`config.mk`:
```
export PLATFORM = sky130hd
export DESIGN_NAME = refcounted_lock_slot_table_top
export DESIGN_NICKNAME = d
export VERILOG_FILES = /design/src/sv/rlst_pkg.sv /design/src/sv/rlst_ctrl.sv /design/src/sv/rlst_datapath.sv /design/src/sv/refcounted_lock_slot_table_top.sv
export VERILOG_INCLUDE_DIRS = /design/src /design/src/sv
export SDC_FILE = /design/constraint.sdc
export NUM_CORES = 2
export LEC_CHECK = 0
export BUFFER_PORTS_ARGS = -buffer_cell sky130_fd_sc_hd__clkbuf_2
export CAP_MARGIN = 20
export CORE_MARGIN = 10
export CORE_UTILIZATION = 30
export CTS_BUF_LIST = sky130_fd_sc_hd__clkbuf_8
export DETAILED_ROUTE_END_ITERATION = 12
export MAX_ROUTING_LAYER = met4
export PLACE_DENSITY_LB_ADDON = 0.15
export SYNTH_ARGS = -nofsm -noshare
export SYNTH_HDL_FRONTEND = slang
export SYNTH_SLANG_ARGS = --single-unit
```
`constraint.sdc`:
```
create_clock -name clock -period 7.1 [get_ports clock]
set_input_delay 1.42 -clock clock [delete_from_list [all_inputs] [get_ports clock]]
set_output_delay 1.42 -clock clock [all_outputs]
set_load 0.05 [all_outputs]
```
`src/sv/assert_macros.svh`:
```
// Assertion helpers used by the RTL top level.
`ifndef ASSERT_MACROS_SVH
`define ASSERT_MACROS_SVH

// Same-cycle implication, disabled during reset.
`define ASSERT_IMPL(label, clk, rst, ante, cons) \
   label: assert property (@(posedge clk) disable iff (rst) (ante) |-> (cons)) \
      else $error("assertion failed: same-cycle implication");

// Next-cycle implication, disabled during reset.
`define ASSERT_NEXT(label, clk, rst, ante, cons) \
   label: assert property (@(posedge clk) disable iff (rst) (ante) |=> (cons)) \
      else $error("assertion failed: next-cycle implication");

`endif

```
`src/sv/rlst_pkg.sv`:
```
// ----------------------------------------------------------------------------
// rlst_pkg
// Types, constants and helpers for the reference-counted lock slot table.
// ----------------------------------------------------------------------------
package rlst_pkg;

   localparam int NUM_SLOTS  = 16;
   localparam int SLOT_IDX_W = (NUM_SLOTS > 1) ? $clog2(NUM_SLOTS) : 1;
   localparam int ID_W       = 32;
   localparam int COUNT_W    = 16;
   localparam int SLOT_W     = 4;
   localparam int STATUS_W   = 3;

   localparam logic [ID_W-1:0]    FREE_ID   = '1;
   localparam logic [COUNT_W-1:0] COUNT_MAX = '1;

   localparam logic OP_ACQUIRE = 1'b0;
   localparam logic OP_RELEASE = 1'b1;

   localparam logic [STATUS_W-1:0] STAT_JOINED    = 3'd0;
   localparam logic [STATUS_W-1:0] STAT_NEW       = 3'd1;
   localparam logic [STATUS_W-1:0] STAT_FULL      = 3'd2;
   localparam logic [STATUS_W-1:0] STAT_NOT_FOUND = 3'd3;
   localparam logic [STATUS_W-1:0] STAT_SATURATED = 3'd4;
   localparam logic [STATUS_W-1:0] STAT_RESERVED  = 3'd5;

   typedef struct packed {
      logic            operation;
      logic [ID_W-1:0] file_id;
   } req_type;

   typedef struct packed {
      logic [SLOT_W-1:0]   slot;
      logic [STATUS_W-1:0] status;
      logic [COUNT_W-1:0]  use_count;
      logic                slot_freed;
   } rsp_type;

   typedef struct packed {
      logic load;
      logic compare;
      logic update;
   } cmd_type;

   typedef struct packed {
      logic out_full;
   } stat_type;

   function automatic logic [SLOT_IDX_W-1:0] lowest_index(input logic [NUM_SLOTS-1:0] vec);
      logic [SLOT_IDX_W-1:0] idx;
      idx = '0;
      for (int i = NUM_SLOTS - 1; i >= 0; i--) begin
         if (vec[i]) begin
            idx = SLOT_IDX_W'(i);
         end
      end
      return idx;
   endfunction

endpackage

```
`src/sv/rlst_ctrl.sv`:
```
// ----------------------------------------------------------------------------
// rlst_ctrl
// Sequencer: capture a transaction, compare, then update table and result.
// ----------------------------------------------------------------------------
module rlst_ctrl import rlst_pkg::*; (
   input  logic     clock,
   input  logic     reset,
   input  logic     req_valid,
   output logic     req_stall,
   input  logic     rsp_stall,
   input  stat_type stat,
   output cmd_type  cmd
);

   localparam logic [1:0] S_IDLE    = 2'd0;
   localparam logic [1:0] S_COMPARE = 2'd1;
   localparam logic [1:0] S_UPDATE  = 2'd2;

   logic [1:0] state_ff;
   logic [1:0] state_in;
   logic       out_blocked;

   assign out_blocked = stat.out_full && rsp_stall;
   assign req_stall   = (state_ff != S_IDLE);

   always_comb begin
      state_in    = state_ff;
      cmd.load    = 1'b0;
      cmd.compare = 1'b0;
      cmd.update  = 1'b0;
      unique case (state_ff)
         S_IDLE: begin
            if (req_valid) begin
               cmd.load = 1'b1;
               state_in = S_COMPARE;
            end
         end
         S_COMPARE: begin
            cmd.compare = 1'b1;
            state_in    = S_UPDATE;
         end
         S_UPDATE: begin
            if (!out_blocked) begin
               cmd.update = 1'b1;
               state_in   = S_IDLE;
            end
         end
         default: begin
            state_in = S_IDLE;
         end
      endcase
   end

   always_ff @(posedge clock) begin
      if (reset) begin
         state_ff <= S_IDLE;
      end else begin
         state_ff <= state_in;
      end
   end

endmodule

```
`src/sv/rlst_datapath.sv`:
```
// ----------------------------------------------------------------------------
// rlst_datapath
// Slot table registers, parallel id compare, count update, result register.
// ----------------------------------------------------------------------------
module rlst_datapath import rlst_pkg::*; (
   input  logic     clock,
   input  logic     reset,
   input  req_type  req_data,
   input  cmd_type  cmd,
   input  logic     rsp_stall,
   output stat_type stat,
   output logic     rsp_valid,
   output rsp_type  rsp_data
);

   req_type               req_ff;
   logic [NUM_SLOTS-1:0]  match_ff, match_in;
   logic [NUM_SLOTS-1:0]  free_ff, free_in;
   logic                  reserved_ff;
   logic [ID_W-1:0]       ids_ff    [NUM_SLOTS];
   logic [ID_W-1:0]       ids_in    [NUM_SLOTS];
   logic [COUNT_W-1:0]    counts_ff [NUM_SLOTS];
   logic [COUNT_W-1:0]    counts_in [NUM_SLOTS];
   rsp_type               rsp_ff, rsp_in;
   logic                  rsp_valid_ff, rsp_valid_in;

   logic [SLOT_IDX_W-1:0] hit_idx;
   logic [SLOT_IDX_W-1:0] free_idx;
   logic                  hit_any;
   logic                  free_any;
   logic [COUNT_W-1:0]    hit_count;
   logic [COUNT_W-1:0]    dec_count;

   always_comb begin
      for (int i = 0; i < NUM_SLOTS; i++) begin
         match_in[i] = (ids_ff[i] == req_ff.file_id);
         free_in[i]  = (ids_ff[i] == FREE_ID);
      end
   end

   assign hit_idx   = lowest_index(match_ff);
   assign free_idx  = lowest_index(free_ff);
   assign hit_any   = |match_ff;
   assign free_any  = |free_ff;
   assign hit_count = counts_ff[hit_idx];
   assign dec_count = (hit_count == '0) ? '0 : hit_count - COUNT_W'(1);

   always_comb begin
      ids_in    = ids_ff;
      counts_in = counts_ff;
      rsp_in    = '0;
      if (reserved_ff) begin
         rsp_in.status = STAT_RESERVED;
      end else if (req_ff.operation == OP_ACQUIRE) begin
         if (hit_any) begin
            if (hit_count == COUNT_MAX) begin
               rsp_in.status    = STAT_SATURATED;
               rsp_in.use_count = COUNT_MAX;
            end else begin
               counts_in[hit_idx] = hit_count + COUNT_W'(1);
               rsp_in.slot        = SLOT_W'(hit_idx);
               rsp_in.status      = STAT_JOINED;
               rsp_in.use_count   = hit_count + COUNT_W'(1);
            end
         end else if (free_any) begin
            ids_in[free_idx]    = req_ff.file_id;
            counts_in[free_idx] = COUNT_W'(1);
            rsp_in.slot         = SLOT_W'(free_idx);
            rsp_in.status       = STAT_NEW;
            rsp_in.use_count    = COUNT_W'(1);
         end else begin
            rsp_in.status = STAT_FULL;
         end
      end else begin
         if (hit_any) begin
            counts_in[hit_idx] = dec_count;
            rsp_in.slot        = SLOT_W'(hit_idx);
            rsp_in.status      = STAT_JOINED;
            rsp_in.use_count   = dec_count;
            if (dec_count == '0) begin
               ids_in[hit_idx]   = FREE_ID;
               rsp_in.slot_freed = 1'b1;
            end
         end else begin
            rsp_in.status = STAT_NOT_FOUND;
         end
      end
   end

   assign rsp_valid_in = cmd.update | (rsp_valid_ff & rsp_stall);

   always_ff @(posedge clock) begin
      if (cmd.load) begin
         req_ff <= req_data;
      end
      if (cmd.compare) begin
         match_ff    <= match_in;
         free_ff     <= free_in;
         reserved_ff <= (req_ff.file_id == FREE_ID);
      end
      if (cmd.update) begin
         rsp_ff <= rsp_in;
      end
   end

   always_ff @(posedge clock) begin
      if (reset) begin
         rsp_valid_ff <= 1'b0;
         for (int i = 0; i < NUM_SLOTS; i++) begin
            ids_ff[i]    <= FREE_ID;
            counts_ff[i] <= '0;
         end
      end else begin
         rsp_valid_ff <= rsp_valid_in;
         if (cmd.update) begin
            ids_ff    <= ids_in;
            counts_ff <= counts_in;
         end
      end
   end

   assign stat.out_full = rsp_valid_ff;
   assign rsp_valid     = rsp_valid_ff;
   assign rsp_data      = rsp_ff;

endmodule

```
`src/sv/refcounted_lock_slot_table_top.sv`:
```
// ----------------------------------------------------------------------------
// refcounted_lock_slot_table_top: 16-slot reference-counted lock table
// A transaction is accepted only while the sequencer is idle and passes through
// its capture, compare and update steps before the result is valid; a held
// response delays the update step until it is taken.
// Synchronous reset frees every slot (all-ones id, count zero).
// ----------------------------------------------------------------------------
`include "assert_macros.svh"

module refcounted_lock_slot_table_top import rlst_pkg::*; (
   input  logic    clock,
   input  logic    reset,
   input  logic    req_valid,
   output logic    req_stall,
   input  req_type req_data,
   output logic    rsp_valid,
   input  logic    rsp_stall,
   output rsp_type rsp_data
);

   cmd_type  cmd;
   stat_type stat;
   logic     rsp_is_err;
   logic     rsp_is_new;
   logic     rsp_freed_ok;

   rlst_ctrl u_ctrl (
      .clock     (clock),
      .reset     (reset),
      .req_valid (req_valid),
      .req_stall (req_stall),
      .rsp_stall (rsp_stall),
      .stat      (stat),
      .cmd       (cmd)
   );

   rlst_datapath u_datapath (
      .clock     (clock),
      .reset     (reset),
      .req_data  (req_data),
      .cmd       (cmd),
      .rsp_stall (rsp_stall),
      .stat      (stat),
      .rsp_valid (rsp_valid),
      .rsp_data  (rsp_data)
   );

   assign rsp_is_err   = (rsp_data.status != STAT_JOINED) && (rsp_data.status != STAT_NEW);
   assign rsp_is_new   = (rsp_data.status == STAT_NEW);
   assign rsp_freed_ok = (rsp_data.use_count == '0) && (rsp_data.status == STAT_JOINED);

   `ASSERT_IMPL(a_err_slot_zero, clock, reset, rsp_valid && rsp_is_err, rsp_data.slot == '0)
   `ASSERT_IMPL(a_freed_count_zero, clock, reset, rsp_valid && rsp_data.slot_freed, rsp_freed_ok)
   `ASSERT_NEXT(a_accept_busy, clock, reset, req_valid && !req_stall, req_stall)
   `ASSERT_IMPL(a_new_count_one, clock, reset, rsp_valid && rsp_is_new, rsp_data.use_count == COUNT_W'(1))

endmodule

```
* Word-level counts from Yosys, hierarchy flattened
Index checks and enable logic that the tools add are counted.
** Cells by class
- Add/sub/neg operators :: 2
- $lt $le $gt $ge :: 4
- Equality and inequality tests :: 42
- Multiplexer cells :: 76
- Bitwise operators :: 11
- Reduce and logical (&&, ||, !) cells :: 14
** Operator list (number)
- $mux W512 :: 5
- $mux W256 :: 5
- $eq A32 B32 Y1 const B :: 17
- $bwmux W256 :: 2
- $bwmux W512 :: 1
- $eq A32 B32 Y1 :: 16
- $or A512 B512 Y512 :: 1
- $demux W32 S4 :: 2
- $and A240 B240 Y240 :: 1
- $not A240 Y240 :: 1
- $mux W4 :: 35
- $demux W16 S4 :: 2
- $mux W16 :: 5
- $bmux W16 S4 :: 1
- $mux W32 :: 2
- $mux W23 :: 2
- $logic_not A16 Y1 :: 2
- $reduce_or A16 Y1 :: 2
- $mux W19 :: 1
- $mux W17 :: 1
- $add A16 B1 Y16 const B :: 1
- $eq A16 B16 Y1 const B :: 1
- $or A16 B16 Y16 :: 1
- $sub A16 B1 Y16 const B :: 1
- other kinds (21) :: 41
** Word-level totals
- Register bits :: 861
- Input port bits :: 37
- Output and inout bits :: 26
- Logic and storage cells :: 192

* Depth between registers and ports, before layout
- Depth after elaboration :: 26
- Mapped depth :: 24

* Cells and area by module
A second synthesis with hierarchy kept.
** Second synthesis, totals
- Cell total of the unflattened synthesis :: 5413
- Area, all modules :: 46793.6 um^2
** By module, submodules not included
- rlst_datapath :: times used 1, cells each 5401, area an instance 46683.5 um^2
- rlst_ctrl :: times used 1, cells each 12, area an instance 110.1 um^2

* Worst setup path before layout
OpenSTA, ideal clock, no wires.
- Kind :: flip-flop to flip-flop
- Start point :: register u_datapath.match_ff[7]
- End point :: register u_datapath.ids_ff[209] in the netlist's numbering
- Setup time :: 0.069 ns
- Arrival time :: 4.914 ns
- Required time :: 7.031 ns
- Path slack :: 2.117 ns
- Stages on the path, launching flop included :: 22
- Path buffers :: 5
- Period minus slack after synthesis :: 4.983 ns
- Path through :: edfxtp_1 or3_1 o211a_1 clkbuf_1 clkbuf_1 o21ai_0 a21oi_1 nor4_1 nand4_1 clkbuf_1 inv_1 ha_1 o2111ai_1 nor4_1 xnor2_1 o211ai_1 or3_1 a211o_1 buf_6 o211ai_4 buf_6 a2bb2oi_2
** Between the ends
- Word-level cells in the longest chain between the ends :: 17
- Elaborated cells on any way between the ends :: 31
- Those cells by class :: add/sub (1); order compare (2); eq/ne (3); mux (17); bitwise (2); reduce/logical (6)
** RTL lines
- start, declared :: RTL line rlst_datapath.sv:17 : logic [NUM_SLOTS-1:0] match_ff, match_in;
- start signal, assigned :: RTL line rlst_datapath.sv:97 : match_ff <= match_in;
- $mux W4 (8 in series) :: RTL line rlst_pkg.sv:53 : if (vec[i]) begin
- $not A4 Y5 (not written as such) :: RTL line rlst_datapath.sv:45, rlst_datapath.sv:81
- $bmux W16 S4 (tied with other cells) :: RTL line rlst_datapath.sv:45 : assign hit_count = counts_ff[hit_idx];
- $mux W16 (not written as such) or $logic_and A1 B1 Y1 (tied branches) :: RTL line rlst_datapath.sv:45, rlst_datapath.sv:81
- $mux W16 (not written as such) or $mux W32 (tied branches) :: RTL line rlst_datapath.sv:45, rlst_datapath.sv:81
- $sub A16 B1 Y16 (tied with other cells) :: RTL line rlst_datapath.sv:46 : assign dec_count = (hit_count == '0) ? '0 : hit_count - COUNT_W'(1);
- $mux W16 or $or A512 B512 Y512 (tied branches)
- $logic_not A16 Y1 or $mux W512 (tied branches) :: RTL line rlst_datapath.sv:80 : if (dec_count == '0) begin
- $ne A2 B2 Y1 (no source line) or $mux W512 (tied branches)
- $reduce_and A6 Y1 (no source line) or $mux W512 (tied branches)
- end signal, assigned :: RTL line rlst_datapath.sv:116 : ids_ff <= ids_in;
- end, declared :: RTL line rlst_datapath.sv:20 : logic [ID_W-1:0] ids_ff [NUM_SLOTS];
Several ways; a longest one is shown, not always the timed one. The select of a mux whose other input is x is not followed.
A chain may end at the register's enable or synchronous reset.

* Worst setup path after layout
- Start point :: register u_datapath.match_ff[7]
- End point :: register u_datapath.counts_ff[32] in the netlist's numbering
** Between the ends
- Word-level cells in the longest chain between the ends :: 17
- Elaborated cells on any way between the ends :: 33
- Those cells by class :: add/sub (2); order compare (2); eq/ne (3); mux (20); bitwise (1); reduce/logical (5)
** RTL lines
- $mux W4 (8 in series) :: RTL line rlst_pkg.sv:53
- $not A4 Y5 (not written as such) :: RTL line rlst_datapath.sv:45, rlst_datapath.sv:60, rlst_datapath.sv:76
- $bmux W16 S4 (tied with other cells) :: RTL line rlst_datapath.sv:45
- $mux W16 (not written as such) or $logic_and A1 B1 Y1 (tied branches) :: RTL line rlst_datapath.sv:45, rlst_datapath.sv:60, rlst_datapath.sv:76
- $mux W16 (on tied branches) :: RTL line rlst_datapath.sv:45, rlst_datapath.sv:60, rlst_datapath.sv:76
- $add A16 B1 Y16 (tied with other cells) :: RTL line rlst_datapath.sv:60 : counts_in[hit_idx] = hit_count + COUNT_W'(1);
- $bwmux W256 or $mux W16 (tied branches) :: RTL line rlst_datapath.sv:60, rlst_datapath.sv:46
- $mux W256 or $bwmux W256 (tied branches) :: RTL line rlst_datapath.sv:56, rlst_datapath.sv:76
- $mux W256 (on tied branches) :: RTL line rlst_datapath.sv:55, rlst_datapath.sv:75
- $mux W256 :: RTL line rlst_datapath.sv:54 : end else if (req_ff.operation == OP_ACQUIRE) begin
- end signal, assigned :: RTL line rlst_datapath.sv:117 : counts_ff <= counts_in;
- end, declared :: RTL line rlst_datapath.sv:22 : logic [COUNT_W-1:0] counts_ff [NUM_SLOTS];
Several ways; a longest one is shown, not always the timed one. The select of a mux whose other input is x is not followed.

==> impl_metrics.env <==
export IMPL_run_status="completed"
export IMPL_drt_initial_drc_count=4693
export IMPL_synth_top_area_cell="dfxtp_1"
export IMPL_n_fill_cell=13920
export IMPL_synth_simple_area_share_pct=14.52
export IMPL_finalWirelength_um=192500
export IMPL_met1Wirelength_um=83330
export IMPL_route_detailed_drc=0
export IMPL_num_io_pins=63
export IMPL_syn2layout_area_growth_pct=16.12
export IMPL_cts_tree="done"
export IMPL_criticalPathCategory="register to register"
export IMPL_period_share_pct=88.86
export IMPL_finClkSkew_ns=0.07022
export IMPL_cp_end_kind="register"
export IMPL_worstHoldStart="u_datapath.counts_ff[187]"
export IMPL_r2r_start="u_datapath.match_ff[7]"
export IMPL_tightest_slew_ns=1.224
export IMPL_worstPathArrival_ns=7.01
export IMPL_nets=4485
export IMPL_rows=135
export IMPL_hpwl_um=124700
export IMPL_crit_path_start_kind="register"
export IMPL_power_leakage_nw=16.27
export IMPL_avgSynthCellArea_um2=9.455
export IMPL_post_cts_setup_buffers=0
export IMPL_clockBufferDepth=3
export IMPL_synth_compound_area_share_pct=24.37
export IMPL_wire_per_inst_um=30.26
export IMPL_whs_path_depth=2
export IMPL_drv_slew=0
export IMPL_holdPathEnd="u_datapath.counts_ff[187]"
export IMPL_rsz0062_at_grt="false"
export IMPL_wl_met2_um=84780
export IMPL_firstDrtPassIters=6
export IMPL_cp_max_fo=22
export IMPL_cp_slowest_cell="nor2_1"
export IMPL_yosysWarnings=0
export IMPL_cts_root_buf="clkbuf_8"
export IMPL_crit_buf_inv=2
export IMPL_cp_cell_sequence="or2_1 > o21ai_2 > o31ai_4 > buf_4 > nor2_1 > o21ai_0 > and4bb_2 > a21oi_1 > nand4_1 > nor4_4 > a31oi_1 > buf_4 > nor2_1 > nor2_1 > nor3_1 > a2111oi_0"
export IMPL_portBuffers=62
export IMPL_finalSetupViolCount=0
export IMPL_grt_max_degree=83
export IMPL_netlist_top_cells_area="dfxtp_1, xor2_1, edfxtp_1"
export IMPL_synth_ff_type="dfxtp_1"
export IMPL_cts_resized=0
export IMPL_reg2reg_slack_ns=0.79
export IMPL_synthesis_nets=4366
export IMPL_syn_area_mm2=0.04091
export IMPL_synth_fa_ha_area_share_pct=0.06117
export IMPL_cts_hold_buf=0
export IMPL_max_freq_mhz=158.5
export IMPL_syn_inst=4327
export IMPL_reg2regPathDepth=16
export IMPL_p_total_mw=10.87
export IMPL_htree_levels=4
export IMPL_cp_required_ns=7.80
export IMPL_slowest_delay_ns=0.78
export IMPL_synth_distinct_cells=94
export IMPL_clock_latency_ns=0.92
export IMPL_hold_viol_final=0
export IMPL_start_util_pct=30.20
export IMPL_drive_above_1_share_pct=14.39
export IMPL_cp_top_family="simple AND/OR/NAND/NOR gates"
export IMPL_routed_top_layer="met4"
export IMPL_grt_pass1_wl_um=272700
export IMPL_synth_area_mux_share_pct=1.514
export IMPL_ir_drop_mv=0.1639
export IMPL_min_path_type="register to register"
export IMPL_globalplace_congestion=0.9682
export IMPL_synth_top_family_by_area="compound AO/OA/AOI/OAI gates"
export IMPL_grt_pass1_vias=36250
export IMPL_ys_ff_latch=861
export IMPL_ant_nets=0
export IMPL_viasPerCell=5.946
export IMPL_wl_met3_um=14370
export IMPL_layout_min_cycle_time_ns=6.309
export IMPL_seq_area_frac_synth_pct=44.33
export IMPL_cts_buffers=159
export IMPL_die_area_mm2=0.1515
export IMPL_coreArea_mm2=0.1355
export IMPL_cellPowerDensity_mw_per_mm2=228.8
export IMPL_clock_sinks=861
export IMPL_cap_violations=0
export IMPL_antenna_found_initial=8
export IMPL_grt_ovfl_total=0
export IMPL_timing_slew_headroom_pct=18.11
export IMPL_r2r_end="u_datapath.counts_ff[32]"
export IMPL_setup_worst_path_start="u_datapath.match_ff[7]"
export IMPL_synthXorXnorAreaFrac_pct=11.48
export IMPL_path_clk_slew_ns=0.06
export IMPL_die_y_um=389.3
export IMPL_via_count=37830
export IMPL_gr_usage_all_layers_pct=25.00
export IMPL_crit_top_cell="nor2_1"
export IMPL_synth_top_cell_area_share_pct=37.73
export IMPL_fin_tns_setup_ns=0
export IMPL_die_x_um=389.3
export IMPL_synth_edf_count=90
export IMPL_synth_async_reset_ratio_pct=0
[Yosys cell counts (7+ instances only)]
cell,instances
buf_1,41
a211oi_1,29
o21ai_1,18
nor2_1,372
a32o_1,11
a22oi_1,171
inv_1,17
dfxtp_1,771
and2_1,12
nand4_1,178
mux4_2,7
a22o_1,29
a311oi_1,7
a2bb2oi_2,20
or4_1,40
edfxtp_1,90
nand2b_1,22
nand2_1,211
a2111oi_0,7
nor4_1,141
a221oi_1,13
and3_1,14
a211o_1,7
nor3_1,65
o22a_1,101
o21ai_0,165
o32a_1,8
a21oi_1,239
a31oi_1,24
nand3_1,66
o221ai_1,10
or2_2,10
mux2_2,12
buf_2,69
o211ai_1,7
mux2i_1,27
xnor2_1,14
o2bb2ai_1,62
xor2_1,522
a2bb2oi_1,292
o22ai_1,23
o31ai_1,8
clkbuf_1,228
[power by group]
| part | switching [mW] | total [mW] | leakage (nW) | internal, mW |
|---|---|---|---|---|
| logic | 0.723 | 0.994 | 7.37 | 0.271 |
| clock network | 2.34 | 4.93 | 1.87 | 2.59 |
| registers | 0.0130 | 4.95 | 7.03 | 4.94 |
[per-layer routing]
layer	GRT usage [%]	vias up
met5	-	-
met4	11.93	0
met3	4.609	456
met2	37.12	1892
met1	32.61	18950
li1	-	16540
[state kept, by name (all words and copies together), names as in the netlist]
signal,flops
u_datapath.counts_ff,256
u_datapath.ids_ff,512
u_datapath.match_ff,16
u_datapath.rsp_data,24
u_datapath.free_ff,16
u_ctrl.state_ff,2
u_datapath.req_ff,33
u_datapath.rsp_valid,1
u_datapath.reserved_ff,1
[stage by stage]
step	setup slack, ns	hold WS, ns	instances	instance area (um^2)	utilization [%]
after floorplan	2.117	0.4186	4327	40910	-
final	0.7906	0.4504	6363	47510	35.07
after global placement	1.070	0.4323	6065	44220	32.64
after CTS	1.034	0.4487	6353	47480	35.05
after detailed placement	1.059	0.4402	6066	44230	32.65
after global routing	0.5788	0.4682	6361	47500	35.06
[cell type report]
type                            instances  area, um^2  area share (%)
Clock inverter                         91       553.0           1.164
Timing Repair Buffer                  306        2355           4.957
Multi-Input combinational cell       3099       21440           45.13
Tap cell                             1781        2228           4.691
Sequential cell                       861       18140           38.18
Clock buffer                          196        2698           5.678
Inverter                               19       71.32          0.1501
Antenna cell                           10       25.02         0.05268
[placed cells by master (no fill, tap or decap), types with 101 or more instances in the layout]
| master | Yosys | final |
|---|---|---|
| nor4_1 | 141 | 141 |
| dfxtp_1 | 771 | 771 |
| a2bb2oi_1 | 292 | 292 |
| o22a_1 | 101 | 101 |
| nand4_1 | 178 | 178 |
| buf_4 | 4 | 227 |
| o21ai_0 | 165 | 164 |
| xor2_1 | 522 | 522 |
| clkbuf_8 | 0 | 197 |
| nor2_1 | 372 | 364 |
| a22oi_1 | 171 | 171 |
| a21oi_1 | 239 | 238 |
| nand2_1 | 211 | 210 |
[worst reg2reg max path, delay by kind of cell (launching register included)]
family	cells	cell delay (ns)
AOI/OAI and AO/OA	6	1.63
and+or+nand+nor	8	3.41
DFF	1	0.51
buffers and inverters	2	0.57
[worst max-delay path by stage]
| stage | slack [ns] | cells past startpoint | to |
|---|---|---|---|
| after floorplan | 2.12 | 21 | u_datapath.ids_ff[209] |
| after global placement | 1.07 | 16 | u_datapath.ids_ff[276] |
| after detailed placement | 1.06 | 16 | u_datapath.ids_ff[233] |
| after CTS | 1.03 | 16 | u_datapath.ids_ff[241] |
| after global routing | 0.58 | 15 | u_datapath.counts_ff[32] |
| final | 0.79 | 16 | u_datapath.counts_ff[32] |
[cell families (layout without fill, tap and decap cells)]
kind of cell	count (synthesis)	after routing
AOI/OAI and AO/OA	1334	1334
and+or+nand+nor	1176	1176
DFF	861	861
xor gates and xnor gates	536	536
buffers and inverters	367	612
muxes	51	51
adders and majority gates	2	2
other	0	10
Power figures use the tool's default switching activity.
